## config.mk

```make
export PLATFORM = sky130hd
export DESIGN_NAME = gbmd_ram
export DESIGN_NICKNAME = d
export VERILOG_FILES = /design/src/hw/rtl/gbmd_ram.sv
export SDC_FILE = /design/constraint.sdc
export NUM_CORES = 2
export LEC_CHECK = 0
export BUFFER_PORTS_ARGS = -buffer_cell sky130_fd_sc_hd__buf_2
export CORE_UTILIZATION = 40
export CTS_CLUSTER_SIZE = 20
export DETAILED_ROUTE_END_ITERATION = 8
export SYNTH_ARGS = -nofsm -noshare
export SYNTH_HDL_FRONTEND = slang
export SYNTH_SLANG_ARGS = --single-unit
```

## constraint.sdc

```tcl
create_clock -name clk -period 2.76 [get_ports clk]
set_input_delay 0.138 -clock clk [delete_from_list [all_inputs] [get_ports clk]]
set_output_delay 0.138 -clock clk [all_outputs]
set_load 0.005 [all_outputs]
```

## src/hw/rtl/gbmd_ram.sv

```systemverilog
`timescale 1ns / 1ps
// ---------------------------------------------------------------------------
// gbmd_ram: generic simple dual-port RAM
// One write port, one read port, read data registered.
// ---------------------------------------------------------------------------
module gbmd_ram #(
  parameter int WIDTH = 8,
  parameter int DEPTH = 256
) (
  input  logic                     clk,
  input  logic                     wr_en,
  input  logic [$clog2(DEPTH)-1:0] wr_addr,
  input  logic [WIDTH-1:0]         wr_data,
  input  logic [$clog2(DEPTH)-1:0] rd_addr,
  output logic [WIDTH-1:0]         rd_data
);

  logic [WIDTH-1:0] mem [DEPTH];

  always_ff @(posedge clk) begin
    if (wr_en) begin
      mem[wr_addr] <= wr_data;
    end
    rd_data <= mem[rd_addr];
  end

endmodule

```

* Word level (Yosys, flattened, before mapping)
Memory sizes are Yosys's and may differ from the RTL's. A register that Yosys moved wholly into a read port is not among the register bits.
Cells that the tools add are included.
Widths: inputs -> output; s select.
** Cells by class
- Shift operators :: 0
- Bitwise gates (word level) :: 0
- Div/mod/pow operators :: 0
- Add/sub/neg operators :: 0
- Muxes and demuxes :: 2
- Equal/unequal tests :: 0
- $lt $le $gt $ge :: 0
- Reductions and logical operators :: 0
- Multiply operators :: 0
** Operators with widths (number)
- $mux 1 :: 2
** Storage, ports and cells
- Logic and storage cells :: 3
- Bits in writable memories :: 2048
- Register bits after elaboration :: 0
- Latch bits :: 0
- Bits in read-only memories :: 0
- Memories kept :: 1
- Output and inout port bits :: 8
- Input port bits :: 26
** Memories
- mem :: words 256, width 8, rd ports 1, clocked after memory_dff 1, wr ports 1, RTL line 18 : logic [WIDTH-1:0] mem [DEPTH];

* Logic depth before layout (Yosys ltp)
- Depth after elaboration :: 2
- Mapped depth :: 11

* Least setup slack after synthesis
No wires, ideal clock.
- Path type :: input -> register
- Start :: input port rd_addr[0]
- End :: register rd_data[2], read port of mem
- Required time :: 2629 ps
- Setup slack :: 684 ps
- Stages :: 9
- Setup time :: 131 ps
- Data arrival time :: 1945 ps
- Cells stage by stage :: buf_6 > buf_12 > buf_8 > buf_2 > mux4_2 > a22oi_1 > a21oi_1 > nor4_1 > nor4_2
** RTL lines
- from (decl) :: RTL line 14 : input logic [$clog2(DEPTH)-1:0] rd_addr,
- to (decl) :: RTL line 15 : output logic [WIDTH-1:0] rd_data

==> run metrics <==
Crit path arrival time=3.34 ns; GR Util All Layers=0.203; yosys warns=0; GP Congestion=around 0.85; most common library cells after synthesis=edfxtp_1, mux4_2, nor2_1, mux2i_1, a22oi_1; hpwl dp=130 mm; Compound-Gate Fraction of Synth Area=0.0342; Die Area=between 0.2 and 0.25 mm2; PnR worst setup slack=0.124 ns; port bufs=33; buffers plus inverters on the worst setup path=2; reg-to-reg slack, setup=around 0.12 ns; Primary FF master, synth=edfxtp_1; Cells after Synth=~3700; vias in the first global route=40552; kind of cell adding the most delay to the critical path=compound AO/OA/AOI/OAI gates; clock skew=between 0.04 and 0.05 ns; layout cells sized above 1=0.308; clk sinks=~2100; Synth async-reset ratio=0; Critical Path, Cell by Cell=mux4_2, a22o_1, a221oi_1, buf_4, o221ai_1, a211oi_4, buf_4, nor4_1; leak pwr=~30 nW; Synth area leaders=edfxtp_1, mux4_2, mux2i_1; reg-to-reg critical path endpoint=rd_data[5]$_DFF_P_; worst skew pair latency=approximately 0.84 ns; R2R Path Start=mem[26][5]$_DFFE_PP_; Avg WL per Cell=~28 um; antenna viol nets, final=0; multiplexer area fraction after synthesis=0.146; WS Path Type=flip-flop to flip-flop; FF+latch count, synth=around 2100; EDFF count, synth=2048; Area Overhead vs Synth=17.8%; CTS tree=done; status=finished, final reports clean; RSZ-0062 raised after global routing=no; post-synthesis xor/xnor area fraction=0; HP Start=wr_addr[4]; die width=approximately 450 um; hold depth=4; drt drc=0; via count=around 40000; dpl cell area=~0.087 mm2; Synth Area in Simple Gates=0.0263; Crit path required time=between 3 and 4 ns; pwr/cell area=around 700 mW/mm2; drt pass-1 iters=5; Detailed Route Iter0 Violations=between 4000 and 5000; Num CTS Buffers=206; Synth Cell Area=0.0796 mm2; Final Max Tran Viols=0; # IOs=34; largest net degree at the start of global routing=between 100 and 150; syn nets=3759; vias per cell=5.63; core region area=0.197 mm2; R2R cell count=8; grt ovf=0; total power=roughly 65 mW; Max Freq=379 MHz; H-Tree Level Count=4; Adder-Cell Fraction of Synth Area=0; combinational family with the most area after synthesis=multiplexers; max incr delay on CP=roughly 0.47 ns; most numerous cell in the Yosys netlist=edfxtp_1; MaxCap Viol Count=0; Unique masters post-synth=55; global-route wire length before repair=roughly 290 mm; Worst-Margin Slew=0.916 ns; root buffer cell=clkbuf_16; antenna violations before repair=9; fin crit period=2.64 ns; Crit path top cell by count=buf_4; Std-Cell Rows=163; Worst Setup End Kind=flip-flop; CTS Buffer Depth=3; Min Hold Slack=0.118 ns; final setup TNS=0 ns; Final period util=0.955; NumNets Final=4381; CP max-delay cell=mux4_2; Worst setup SP type=flip-flop; Relative slew margins=0.389; Die H=about 450 um; post-synth top area share=0.773; final WL=between 200 and 250 mm; synthesized area per cell=~21 um2; largest area contributor in the netlist=edfxtp_1; Fin. Hold Viols=0; final setup vio count=0; Worst-path clk slew=about 0.06 ns; worst slack, placed=-0.784 ns; Worst Hold Endpoint=mem[241][4]$_DFFE_PP_; VDD IR max=~0.00077 V; Starting Density=0.403; CP Max Fanout=1; Finished Cell Area=about 0.094 mm2; post-synthesis sequential area ratio=0.775; class of the tightest hold or removal check=input pin to flip-flop
==> layout by cell type (no fill, tap or decap), types with 5 or more instances in the layout <==
cell           synthesis  routed
clkbuf_1             111      52
nor4_1                24      24
edfxtp_1            2048    2048
buf_4                 27     548
bufinv_16              0      18
clkbuf_16              0     209
nand4_1               10      10
nor2_1               282     279
nor3_1                22      22
a21oi_1               96      96
nor2b_1               31      28
o21ai_0               10      10
buf_8                 13      10
mux4_2               454     454
a22o_1                 8       8
and2_1                 6       5
o22ai_1               28      28
mux2i_1              134     134
a221oi_1              13      13
o22a_1                 5       5
buf_12                 8      58
nand3_1               34      34
a211oi_1              16      14
clkbuf_8               0       5
a22oi_1              133     133
clkinv_1               1      49
dfxtp_1                8       8
dlygate4sd3_1          0      10
nand2b_1               8       8
o211ai_1              10      10
buf_2                 31      21
clkinv_2               0      36
o221ai_1              46      46
nand2_1               33      33
==> logic make-up (layout without fill, tap and decap cells) <==
logic type      count (synthesis)  count (layout)
buf+inv                       235            1031
simple gates                  466             466
flops                        2056            2056
other cells                     0               4
mux                           591             591
compound gates                385             385
==> sequential cells by signal, indices dropped and copies added, names as in the netlist <==
name     count
rd_data      8
mem       2048
==> report_power, final <==
group          internal (mW)  total [mW]  leakage [nW]  switching, mW
combinational           1.36        3.51          8.32           2.15
clock                   15.7        27.4          3.22           11.7
sequential              34.4        34.5          18.5         0.0669
==> layer usage <==
layer	up-vias	wire length, um	track usage
li1	16955	-	-
met1	21572	84900	0.286
met2	1559	97300	0.323
met3	300	14100	0.0326
met4	0	6100	0.0645
met5	-	0	0
==> tightest hold or removal path: stages <==
cell and delay (ns):
buf_2 0.18, nand4_1 0.13, buf_4 0.19, nor2_1 0.10
==> cell type report <==
type                    count  area [um2]
inverters                   2        7.51
repair buffers            647        5630
well taps                2640        3300
fillers                 16316      104000
clock inverters           116        1110
multi-input cells        1442       16500
diodes                      4        10.0
flip-flops and latches   2056       61700
clock buffers             266        5490
==> how the worst max path moves through the flow <==
| stage | from | to | slack (ns) | cells past startpoint |
|---|---|---|---|---|
| floorplan | rd_addr[0] | rd_data[2]$_DFF_P_ | 0.68 | 9 |
| global placement | rd_addr[0] | rd_data[5]$_DFF_P_ | -0.76 | 11 |
| detailed placement | rd_addr[0] | rd_data[5]$_DFF_P_ | -0.78 | 11 |
| CTS | mem[24][3]$_DFFE_PP_ | rd_data[3]$_DFF_P_ | 0.05 | 8 |
| global route | mem[27][5]$_DFFE_PP_ | rd_data[5]$_DFF_P_ | 0.06 | 8 |
| finish | mem[26][5]$_DFFE_PP_ | rd_data[5]$_DFF_P_ | 0.12 | 8 |
==> stage by stage <==
step / std cells / util
2_1_floorplan: 3733 / -
3_5_place_dp: 6777 / 0.441
4_1_cts: 7169 / 0.475
3_3_place_gp: 6777 / 0.441
6_report: 7173 / 0.475
5_1_grt: 7172 / 0.475
==> timing repair <==
item,CTS,global route
hold buffers,10,0
hold endpoints to repair,989,0
setup endpoints to repair,1,1
buffers inserted,0,0
resized for setup,2,1
No activity file was read; power rests on OpenSTA's default activity.
